## src/rtl/ybd_pkg.sv

```systemverilog
// ============================================================================
// ybd_pkg
// Shared types and constants for the detection-head box decoder.
// ============================================================================
package ybd_pkg;

    // Field widths fixed by the interface.
    localparam int STAGE_W  = 2;
    localparam int CHAN_W   = 7;
    localparam int LOGIT_W  = 16;
    localparam int GRID_W   = 16;
    localparam int ANCHOR_W = 16;
    localparam int STRIDE_W = 8;
    localparam int OUT_W    = 21;
    localparam int CFG_IDX_W = 2;

    // Sigmoid output, unsigned Q0.16 in the range 0..65536.
    localparam int SIG_W = 17;

    // Number of detection stages and the highest stage index in use.
    localparam int NUM_STAGES = 3;
    localparam logic [STAGE_W-1:0] STAGE_TOP =
        STAGE_W'((NUM_STAGES - 1 < 2) ? (NUM_STAGES - 1) : 2);

    // Configuration register indexes.
    localparam logic [CFG_IDX_W-1:0] CFG_STRIDE_ZERO = 2'd0;
    localparam logic [CFG_IDX_W-1:0] CFG_STRIDE_ONE  = 2'd1;
    localparam logic [CFG_IDX_W-1:0] CFG_STRIDE_TWO  = 2'd2;

    // Reset values of the stage strides.
    localparam logic [STRIDE_W-1:0] STRIDE_ZERO_RST = 8'd8;
    localparam logic [STRIDE_W-1:0] STRIDE_ONE_RST  = 8'd16;
    localparam logic [STRIDE_W-1:0] STRIDE_TWO_RST  = 8'd32;

    // Decode path chosen by the channel.
    typedef enum logic [1:0] {
        KIND_XY,
        KIND_WH,
        KIND_SCORE
    } t_kind;

endpackage

```

## src/rtl/ybd_sigmoid.sv

```systemverilog
// ============================================================================
// ybd_sigmoid
// Piecewise-linear logistic sigmoid: signed Q8.8 in, unsigned Q0.16 out.
// ============================================================================
module ybd_sigmoid
    import ybd_pkg::*;
(
    input  logic signed [LOGIT_W-1:0] i_logit,
    output logic        [SIG_W-1:0]   o_sig
);

    // Breakpoints on |x| in Q8.8 and the segment offsets in Q0.16.
    localparam logic [SIG_W-1:0] BRK_SAT  = 17'd1280;
    localparam logic [SIG_W-1:0] BRK_HIGH = 17'd608;
    localparam logic [SIG_W-1:0] BRK_MID  = 17'd256;
    localparam logic [SIG_W-1:0] OFS_HIGH = 17'd55296;
    localparam logic [SIG_W-1:0] OFS_MID  = 17'd40960;
    localparam logic [SIG_W-1:0] OFS_LOW  = 17'd32768;
    localparam logic [SIG_W-1:0] ONE      = 17'd65536;

    logic [SIG_W-1:0] mag;
    logic [SIG_W-1:0] pos;

    // Magnitude of the logit; the most negative code gives 32768.
    always_comb begin
        if (i_logit[LOGIT_W-1]) begin
            mag = SIG_W'(-{i_logit[LOGIT_W-1], i_logit});
        end else begin
            mag = SIG_W'({1'b0, i_logit});
        end
    end

    // Evaluate the segment for the magnitude; slopes are plain shifts.
    always_comb begin
        if (mag >= BRK_SAT) begin
            pos = ONE;
        end else if (mag >= BRK_HIGH) begin
            pos = {mag[13:0], 3'b000} + OFS_HIGH;
        end else if (mag >= BRK_MID) begin
            pos = {mag[11:0], 5'b00000} + OFS_MID;
        end else begin
            pos = {mag[10:0], 6'b000000} + OFS_LOW;
        end
    end

    // Mirror around one half for negative logits.
    assign o_sig = i_logit[LOGIT_W-1] ? (ONE - pos) : pos;

endmodule

```

## src/rtl/ybd_stride_regs.sv

```systemverilog
// ============================================================================
// ybd_stride_regs
// Per-stage stride registers with a write port and a stage lookup.
// ============================================================================
module ybd_stride_regs
    import ybd_pkg::*;
(
    input  logic                 i_clk,
    input  logic                 i_rst_n,
    input  logic                 i_cfg_we,
    input  logic [CFG_IDX_W-1:0] i_cfg_index,
    input  logic [STRIDE_W-1:0]  i_cfg_data,
    input  logic [STAGE_W-1:0]   i_stage,
    output logic [STRIDE_W-1:0]  o_stride
);

    logic [STRIDE_W-1:0] r_stride_zero;
    logic [STRIDE_W-1:0] r_stride_one;
    logic [STRIDE_W-1:0] r_stride_two;
    logic [STAGE_W-1:0]  stage_clamped;

    // Register writes; an index past the last register is dropped.
    always_ff @(posedge i_clk) begin
        if (!i_rst_n) begin
            r_stride_zero <= STRIDE_ZERO_RST;
            r_stride_one  <= STRIDE_ONE_RST;
            r_stride_two  <= STRIDE_TWO_RST;
        end else if (i_cfg_we) begin
            unique case (i_cfg_index)
                CFG_STRIDE_ZERO: r_stride_zero <= i_cfg_data;
                CFG_STRIDE_ONE:  r_stride_one  <= i_cfg_data;
                CFG_STRIDE_TWO:  r_stride_two  <= i_cfg_data;
                default: begin
                end
            endcase
        end
    end

    // A stage index past the last stage uses the last stage's stride.
    assign stage_clamped = (i_stage > STAGE_TOP) ? STAGE_TOP : i_stage;

    always_comb begin
        unique case (stage_clamped)
            2'd0:    o_stride = r_stride_zero;
            2'd1:    o_stride = r_stride_one;
            default: o_stride = r_stride_two;
        endcase
    end

endmodule

```

## src/rtl/yolo_box_decode_core.sv

```systemverilog
// ============================================================================
// yolo_box_decode_core
// Detection-head decode: sigmoid, then box offset, box size or score.
// ============================================================================
// One logit enters per clock and one decoded value leaves per clock while the
// output is not stalled; each transaction passes through four register
// stages, stage 1 to the output register in stage 4. The depth is set by the
// box-size path, which chains two registered multiplies (s*s, then times the
// anchor) ahead of the rounding and saturation stage. A stall on the output
// holds the pipeline; empty stages still fill while the output waits, so no
// bubble is kept. The user must write strides through the configuration port
// while no transaction is in flight; the block does not enforce this.
module yolo_box_decode_core
    import ybd_pkg::*;
(
    input  logic                        i_clk,
    input  logic                        i_rst_n,
    // Configuration write port
    input  logic                        i_cfg_we,
    input  logic [CFG_IDX_W-1:0]        i_cfg_index,
    input  logic [STRIDE_W-1:0]         i_cfg_data,
    // Input channel
    input  logic                        i_valid,
    output logic                        o_stall,
    input  logic [STAGE_W-1:0]          i_stage_index,
    input  logic [CHAN_W-1:0]           i_channel_index,
    input  logic signed [LOGIT_W-1:0]   i_raw_logit,
    input  logic signed [GRID_W-1:0]    i_grid_offset,
    input  logic [ANCHOR_W-1:0]         i_anchor_size,
    input  logic                        i_last_in,
    // Output channel
    output logic                        o_valid,
    input  logic                        i_stall,
    output logic signed [OUT_W-1:0]     o_decoded_value,
    output logic                        o_last_out
);

    localparam logic [CHAN_W-1:0] CHAN_LAST_XY = 7'd1;
    localparam logic [CHAN_W-1:0] CHAN_LAST_WH = 7'd3;
    localparam logic signed [25:0] XY_MAX = 26'sd1048575;
    localparam logic signed [25:0] XY_MIN = -26'sd1048576;
    localparam logic [22:0]        WH_MAX = 23'd1048575;
    localparam logic signed [OUT_W-1:0] OUT_MAX = 21'sd1048575;
    localparam logic signed [OUT_W-1:0] OUT_MIN = -21'sd1048576;

    // Stage enables: a stage loads when it is empty or its successor loads.
    logic en1, en2, en3, en4;

    // Stage 1 registers: sigmoid and operand capture.
    logic                       r1_valid;
    t_kind                      r1_kind;
    logic [SIG_W-1:0]           r1_sig;
    logic [STRIDE_W-1:0]        r1_stride;
    logic signed [GRID_W-1:0]   r1_grid;
    logic [ANCHOR_W-1:0]        r1_anchor;
    logic                       r1_last;

    // Stage 2 registers: first multiply.
    logic                       r2_valid;
    t_kind                      r2_kind;
    logic signed [33:0]         r2_xy_prod;
    logic [32:0]                r2_sq;
    logic [SIG_W-1:0]           r2_sig;
    logic [ANCHOR_W-1:0]        r2_anchor;
    logic                       r2_last;

    // Stage 3 registers: second multiply, and box-offset and score rounding.
    logic                       r3_valid;
    t_kind                      r3_kind;
    logic [48:0]                r3_wh_prod;
    logic signed [25:0]         r3_xy;
    logic [8:0]                 r3_score;
    logic                       r3_last;

    // Stage 4 registers: output.
    logic                       r4_valid;
    t_kind                      r4_kind;
    logic signed [OUT_W-1:0]    r4_value;
    logic                       r4_last;

    logic [SIG_W-1:0]           sig;
    logic [STRIDE_W-1:0]        stride;
    t_kind                      in_kind;
    logic signed [24:0]         xy_sum;
    logic signed [33:0]         xy_prod;
    logic [33:0]                sq_full;
    logic signed [33:0]         xy_rnd;
    logic [SIG_W-1:0]           score_rnd;
    logic [48:0]                wh_rnd;
    logic [22:0]                wh_q;
    logic signed [OUT_W-1:0]    n_value;

    assign en4 = !r4_valid || !i_stall;
    assign en3 = !r3_valid || en4;
    assign en2 = !r2_valid || en3;
    assign en1 = !r1_valid || en2;
    assign o_stall = !en1;

    ybd_sigmoid u_sigmoid (
        .i_logit (i_raw_logit),
        .o_sig   (sig)
    );

    ybd_stride_regs u_stride_regs (
        .i_clk       (i_clk),
        .i_rst_n     (i_rst_n),
        .i_cfg_we    (i_cfg_we),
        .i_cfg_index (i_cfg_index),
        .i_cfg_data  (i_cfg_data),
        .i_stage     (i_stage_index),
        .o_stride    (stride)
    );

    // Channel decode: box offset, box size, or a plain score.
    always_comb begin
        if (i_channel_index <= CHAN_LAST_XY) begin
            in_kind = KIND_XY;
        end else if (i_channel_index <= CHAN_LAST_WH) begin
            in_kind = KIND_WH;
        end else begin
            in_kind = KIND_SCORE;
        end
    end

    // Stage 1.
    always_ff @(posedge i_clk) begin
        if (!i_rst_n) begin
            r1_valid <= 1'b0;
        end else if (en1) begin
            r1_valid <= i_valid;
        end
    end

    always_ff @(posedge i_clk) begin
        if (en1) begin
            r1_kind   <= in_kind;
            r1_sig    <= sig;
            r1_stride <= stride;
            r1_grid   <= i_grid_offset;
            r1_anchor <= i_anchor_size;
            r1_last   <= i_last_in;
        end
    end

    // Stage 2: (2s + grid) * stride in Q.16, and s*s in Q.32.
    assign xy_sum  = $signed({7'b0, r1_sig, 1'b0})
                   + $signed({r1_grid[GRID_W-1], r1_grid, 8'b0});
    assign xy_prod = 34'(xy_sum * $signed({1'b0, r1_stride}));
    assign sq_full = r1_sig * r1_sig;

    always_ff @(posedge i_clk) begin
        if (!i_rst_n) begin
            r2_valid <= 1'b0;
        end else if (en2) begin
            r2_valid <= r1_valid;
        end
    end

    always_ff @(posedge i_clk) begin
        if (en2) begin
            r2_kind    <= r1_kind;
            r2_xy_prod <= xy_prod;
            r2_sq      <= sq_full[32:0];
            r2_sig     <= r1_sig;
            r2_anchor  <= r1_anchor;
            r2_last    <= r1_last;
        end
    end

    // Stage 3: s*s*anchor, and round the offset and score to Q.8.
    assign xy_rnd    = r2_xy_prod + 34'sd128;
    assign score_rnd = r2_sig + 17'd128;

    always_ff @(posedge i_clk) begin
        if (!i_rst_n) begin
            r3_valid <= 1'b0;
        end else if (en3) begin
            r3_valid <= r2_valid;
        end
    end

    always_ff @(posedge i_clk) begin
        if (en3) begin
            r3_kind    <= r2_kind;
            r3_wh_prod <= 49'(r2_sq * r2_anchor);
            r3_xy      <= xy_rnd[33:8];
            r3_score   <= score_rnd[16:8];
            r3_last    <= r2_last;
        end
    end

    // Stage 4: (2s)^2 * anchor is 4*s*s*anchor in Q.36, so shift by 26; saturate.
    assign wh_rnd = r3_wh_prod + 49'd33554432;
    assign wh_q   = wh_rnd[48:26];

    always_comb begin
        case (r3_kind)
            KIND_XY: begin
                if (r3_xy > XY_MAX) begin
                    n_value = OUT_MAX;
                end else if (r3_xy < XY_MIN) begin
                    n_value = OUT_MIN;
                end else begin
                    n_value = r3_xy[OUT_W-1:0];
                end
            end
            KIND_WH: begin
                if (wh_q > WH_MAX) begin
                    n_value = OUT_MAX;
                end else begin
                    n_value = $signed(wh_q[OUT_W-1:0]);
                end
            end
            default: begin
                n_value = $signed({12'b0, r3_score});
            end
        endcase
    end

    always_ff @(posedge i_clk) begin
        if (!i_rst_n) begin
            r4_valid <= 1'b0;
        end else if (en4) begin
            r4_valid <= r3_valid;
        end
    end

    always_ff @(posedge i_clk) begin
        if (en4) begin
            r4_kind  <= r3_kind;
            r4_value <= n_value;
            r4_last  <= r3_last;
        end
    end

    assign o_valid         = r4_valid;
    assign o_decoded_value = r4_value;
    assign o_last_out      = r4_last;

    // Upstream is held off only when every stage is full and the output waits.
    a_stall_full: assert property (@(posedge i_clk) disable iff (!i_rst_n)
        o_stall |-> (r1_valid && r2_valid && r3_valid && r4_valid && i_stall))
        else $error("input stalled while the pipeline has room");

    // A transaction in stage 3 moves to the output whenever the output frees.
    a_advance: assert property (@(posedge i_clk) disable iff (!i_rst_n)
        (r3_valid && en4) |=> r4_valid)
        else $error("transaction lost between stage 3 and the output");

    // Scores are probabilities: 0 to 1.0 in Q.8.
    a_score_range: assert property (@(posedge i_clk) disable iff (!i_rst_n)
        (r4_valid && r4_kind == KIND_SCORE) |->
        (!r4_value[OUT_W-1] && r4_value <= 21'sd256))
        else $error("score outside zero to one");

    // Box sizes never come out negative.
    a_size_sign: assert property (@(posedge i_clk) disable iff (!i_rst_n)
        (r4_valid && r4_kind == KIND_WH) |-> !r4_value[OUT_W-1])
        else $error("negative box size");

endmodule

```

## config.mk

```make
export PLATFORM = sky130hd
export DESIGN_NAME = yolo_box_decode_core
export DESIGN_NICKNAME = d
export VERILOG_FILES = /design/src/rtl/ybd_pkg.sv /design/src/rtl/ybd_sigmoid.sv /design/src/rtl/ybd_stride_regs.sv /design/src/rtl/yolo_box_decode_core.sv
export SDC_FILE = /design/constraint.sdc
export NUM_CORES = 2
export LEC_CHECK = 0
export BUFFER_PORTS_ARGS = -buffer_cell sky130_fd_sc_hd__buf_2
export CORE_MARGIN = 2
export CORE_UTILIZATION = 59
export CTS_CLUSTER_DIAMETER = 60
export DETAILED_ROUTE_END_ITERATION = 10
export PLACE_DENSITY = 0.76
export SLEW_MARGIN = 10
export SYNTH_ARGS = -nofsm -noshare
export SYNTH_HDL_FRONTEND = slang
export SYNTH_SLANG_ARGS = --single-unit
```

## constraint.sdc

```tcl
create_clock -name i_clk -period 21.1 [get_ports i_clk]
set_input_delay 1.055 -clock i_clk [delete_from_list [all_inputs] [get_ports i_clk]]
set_output_delay 1.055 -clock i_clk [all_outputs]
set_load 0.01 [all_outputs]
```

; Word-level counts from Yosys, hierarchy flattened
; Index checks and enable logic that the tools add are counted.
[op_classes]
addsub = 9
n_mux = 12
eq_ne = 4
n_reduce_logical = 16
n_lt_le_gt_ge = 9
n_mul = 3
[op_table]
columns = operator, count
row1 = 17-bit two-way mux, 5
row2 = 21-bit two-way mux, 3
row3 = "17-bit by 16-bit adder with 17-bit output, second input constant", 3
row4 = "49-bit by 26-bit adder with 49-bit output, second input constant", 1
row5 = 33-bit by 16-bit multiplier with 49-bit output, 1
row6 = 21-bit one-hot mux with 2 select lines, 1
row7 = "34-bit by 9-bit adder with 34-bit output, second input constant", 1
row8 = 25-bit by 9-bit multiplier with 34-bit output, 1
row9 = 17-bit by 17-bit multiplier with 33-bit output, 1
row10 = "26-bit by 21-bit > comparator with 1-bit output, second input constant", 1
row11 = "26-bit by 21-bit < comparator with 1-bit output, second input constant", 1
row12 = 19-bit by 24-bit adder with 25-bit output, 1
row13 = "23-bit by 20-bit > comparator with 1-bit output, second input constant", 1
row14 = "17-bit by 8-bit adder with 17-bit output, second input constant", 1
row15 = "17-bit by 10-bit >= comparator with 1-bit output, second input constant", 1
row16 = "17-bit by 11-bit >= comparator with 1-bit output, second input constant", 1
row17 = "17-bit by 9-bit >= comparator with 1-bit output, second input constant", 1
row18 = 17-bit negation, 1
row19 = "17-bit subtractor, first input constant", 1
row20 = 8-bit one-hot mux with 2 select lines, 1
row21 = "7-bit by 1-bit <= comparator with 1-bit output, second input constant", 1
row22 = "7-bit by 2-bit <= comparator with 1-bit output, second input constant", 1
row23 = "2-bit by 1-bit == test with 1-bit output, second input constant", 3
row24 = 1-bit zero test, 6
row25 = other kinds (6), 14
[totals]
register_bits = 300
output_inout_bits = 24
word_cells = 79

; Longest topological paths before layout
[logic_depth]
word_depth = 8
depth_mapped = 32
depth_no_buf = 32

; Modules after synthesis
; Synthesis repeated with hierarchy kept, for this count alone.
[unflattened]
hier_cells = 4316
hier_area_um2 = 41529.8
[by_module_without_submodules]
columns = mod, instances, cells_each, area_per_inst_um2, seq_area_each_um2
row1 = yolo_box_decode_core, 1, 4012, 39091.2, 7046.8
row2 = ybd_sigmoid, 1, 187, 1348.8, 0.0
row3 = ybd_stride_regs, 1, 117, 1089.8, 480.5

; Worst setup path before layout
; Ideal clock, no wire load.
[synth_timing]
path_kind = flip-flop to flip-flop
start = reg r1_sig[7]
end = reg r2_xy_prod[33], data pin
slack_ns = 13.652
t_arrival_ns = 7.188
setup_time_ns = 0.260
synth_period_minus_slack_ns = 7.448
stages_incl_launch_ff = 32
required_time_ns = 20.840
cell_sequence = edfxtp_1 -> ha_1 -> inv_1 -> fa_1 -> nor2b_1 -> o21ai_0 -> a21boi_0 -> o21ai_0 -> a21boi_0 -> o21ai_0 -> a21boi_0 -> o21ai_0 -> a21oi_1 -> xor2_1 -> nand2_1 -> fa_1 -> inv_1 -> fa_1 -> fa_1 -> inv_1 -> fa_1 -> inv_1 -> ha_1 -> and3_1 -> and3_1 -> a211oi_1 -> o2111a_1 -> o31ai_1 -> o41ai_1 -> o21ai_0 -> a21oi_1 -> xnor2_1
[synth_between]
elab_chain_cells = 2
[synth_lines]
columns = element, line
row1 = "start, declared", yolo_box_decode_core.sv:52  ; logic [SIG_W-1:0] r1_sig;
row2 = "start signal, assigned", yolo_box_decode_core.sv:137  ; r1_sig <= sig;
row3 = 19-bit by 24-bit adder with 25-bit output, yolo_box_decode_core.sv:147  ; + $signed({r1_grid[GRID_W-1], r1_grid, 8'b0});
row4 = 25-bit by 9-bit multiplier with 34-bit output, yolo_box_decode_core.sv:148  ; assign xy_prod = 34'(xy_sum * $signed({1'b0, r1_stride}));
row5 = via xy_prod[33], yolo_box_decode_core.sv:85  ; logic signed [33:0] xy_prod;
row6 = "end signal, assigned", yolo_box_decode_core.sv:162  ; r2_xy_prod <= xy_prod;
row7 = "end, declared", yolo_box_decode_core.sv:61  ; logic signed [33:0] r2_xy_prod;
; The timed path passes the listed nets, and every way through them passes these cells.
; A chain may end at the register's enable or synchronous reset.

; Final worst setup path
[layout_timing]
start = reg r1_sig[8]
end = reg r2_xy_prod[33], data pin
; Same word-level chain as after synthesis.

==> flow_summary.json <==
{
  "synth-seq-cells": 251,
  "multi_input_area_mm2": 0.0246,
  "clock-sinks": 251,
  "yosys.area_share.simple_pct": 15.2,
  "status": "finished clean",
  "track_usage_pct": 25.6,
  "netlist_instances": 3544,
  "power.internal_uw": 1710,
  "postSynthAreaPerCell_um2": 9.88,
  "area_delta_synth_final_pct": 6.28,
  "netlist_area_mm2": 0.0350,
  "rows": 89,
  "drtIter0Drc": 1231,
  "wl_per_cell_um": 16.9,
  "postCtsSetupRepairBufs": 0,
  "p_sw_share_pct": 43.4,
  "vdd_drop_max_mv": 0.0932,
  "grt_pass1_wl_um": 125000,
  "cts.clk_slew.worst_paths_ns": 0.06,
  "antenna_cells": 0,
  "root_buffer": "clkbuf_16",
  "worstSkewPairLatency_ns": 0.59,
  "synthMuxAreaShare_pct": 1.41,
  "via_per_inst": 5.42,
  "seq_area_mm2": 0.00726,
  "vias": 23700,
  "slowest_stage": "edfxtp_1",
  "die_w_um": 248,
  "power_density_mw_per_mm2": 81.3,
  "end_kind": "register",
  "final_cell_mix": "716 x inv_1, 583 x fa_1, 418 x nand2_1",
  "maxSlewHeadroom_pct": 22.1,
  "cpPeakStageDelay_ns": 0.84,
  "synth_edf_count": 223,
  "synth.yosys.seq_area_share_pct": 20.7,
  "drtAntennaViolNets": 0,
  "hold_buffers": 0,
  "synth_top_family_by_area": "adder cells",
  "leakage_uw": 0.0186,
  "power_frac_seq_pct": 26.8,
  "fin_nets": 4527,
  "cp_num_buf_inv": 4,
  "slew_viol_final": 0,
  "cts_buffers": 30,
  "cts_resized": 0,
  "synth_compound_area_share_pct": 5.49,
  "drive_gt1_share_pct": 5.70,
  "grt_setup_unrepaired": "no",
  "nFillCells": 4789,
  "cp.required_ns": 21.43,
  "gr-total-overflow": 0,
  "grt_antenna_before_repair": 2,
  "holdWs_ns": 0.415,
  "maxCapViolations": 0,
  "globalplace.congestion": 0.842,
  "io_pins": 97,
  "arrival_ns": 9.60,
  "period_share_pct": 43.9,
  "setup_viol": 0,
  "final.setup.tns_ns": 0,
  "drc_errors": 0,
  "hp-class": "register to register",
  "cp-start-kind": "register",
  "crit_type": "register to register",
  "hold_viol": 0,
  "ys.flop_type": "edfxtp_1",
  "synthAdderAreaFrac_pct": 43.9,
  "cts_tree": "done",
  "max_freq_mhz": 108,
  "cp_max_fo": 14,
  "period_needed_ns": 9.27,
  "die_h_um": 248,
  "grt_pass1_vias": 25500,
  "coreArea_mm2": 0.0588,
  "ys_warn_count": 0,
  "synth.distinct_cells": 70,
  "port_buffers": 95,
  "clock_path_buffers": 3,
  "drt-total-wl_um": 73700,
  "critical-path-top-delay-family": "compound AO/OA/AOI/OAI gates",
  "start_util_pct": 59.6,
  "synth-xor-area-share_pct": 4.18,
  "pwr-share-clk_pct": 16.9,
  "p_comb_share_pct": 56.3,
  "async_flop_share_pct": 0,
  "cts_htree_levels": 1,
  "grt_max_degree": 68,
  "final_common_cell": "inv_1",
  "design.die.area_mm2": 0.0613,
  "tightest_slew_ns": 1.17,
  "dr.pass1.iters": 5,
  "synth_fp_nets": 4497,
  "switchingPower_uw": 1310,
  "dp_hpwl_um": 55900,
  "fin_skew_ns": 0.0312
}
-- sequential cells by signal (all words and copies together) (netlist names), 8 cells and up --
register                     cells
r1_anchor                       16
r3_score                         9
r3_xy                           26
r2_anchor                       16
r1_grid                         16
r1_sig                          14
r2_sig                          10
o_decoded_value                 21
u_stride_regs.r_stride_two       8
r2_sq                           26
u_stride_regs.r_stride_one       8
r3_wh_prod                      24
r2_xy_prod                      27
u_stride_regs.r_stride_zero      8
r1_stride                        8
-- cell type report --
type | instances | area share, %
clock inverter | 17 | 0.524
clock buffer | 38 | 2.18
timing repair buffer | 124 | 1.86
sequential | 251 | 19.5
tap | 773 | 2.60
inverter | 718 | 7.24
multi-input combinational | 2449 | 66.1
-- routing by layer --
layer	track usage (%)	up-vias	share of wire, %
li1	-	11100	-
met1	33.2	11800	42
met2	44.3	643	49
met3	3.73	155	6.1
met4	8.40	2	3.2
met5	0	-	0.018
-- cell usage after synthesis, drive strengths merged (37+ instances only) --
| library cell | number | share of area (%) |
|---|---|---|
| inv | 717 | 7.7 |
| fa | 583 | 33 |
| nand2 | 419 | 4.5 |
| and2 | 336 | 6.0 |
| ha | 297 | 11 |
| edfxtp | 223 | 19 |
| xnor2 | 120 | 3.0 |
| clkbuf | 115 | 1.2 |
| o21ai | 96 | 1.4 |
| nor2 | 80 | 0.86 |
| a21oi | 64 | 0.91 |
| nand3 | 52 | 0.74 |
| nor2b | 48 | 0.86 |
| xor2 | 47 | 1.2 |
| mux2i | 37 | 1.1 |
-- worst paths after layout --
path                         endpoint                    from  slack, ns  depth (start not counted)
max reg2reg  r2_xy_prod[33]$_DFFE_PP_     r1_sig[8]$_DFFE_PN_      11.83                         30
min reg2reg    r2_anchor[0]$_DFFE_PP_  r1_anchor[0]$_DFFE_PN_       0.42                          0
max          r2_xy_prod[33]$_DFFE_PP_     r1_sig[8]$_DFFE_PN_      11.83                         30
min            r2_anchor[0]$_DFFE_PP_  r1_anchor[0]$_DFFE_PN_       0.42                          0
-- metrics by stage --
stage	worst slack, ns	total power [µW]	cell area (µm²)	instances	util [%]
after floorplan	13.65	2070	35000	3544	-
after global placement	12.08	2480	36200	4315	61.6
after detailed placement	11.94	2530	36200	4315	61.6
after CTS	11.94	3050	37200	4370	63.3
after global routing	11.20	3330	37200	4370	63.3
final	11.83	3020	37200	4370	63.3
-- kinds of logic after synthesis --
family | after synthesis
xor gates and xnor gates | 167
and+or+nand+nor | 1060
muxes | 48
AOI/OAI and AO/OA | 294
buffers and inverters | 844
adders and majority gates | 880
DFF | 251
-- power groups by stage --
stage                     combinational [µW]  sequential [µW]  clock [µW]
final                                   1700              811         512
after detailed placement                1710              817           0
after floorplan                         1300              764           0
after global routing                    1970              823         541
after global placement                  1660              812           0
after CTS                               1720              809         521
Note: power is estimated with default switching activity, not from simulation.
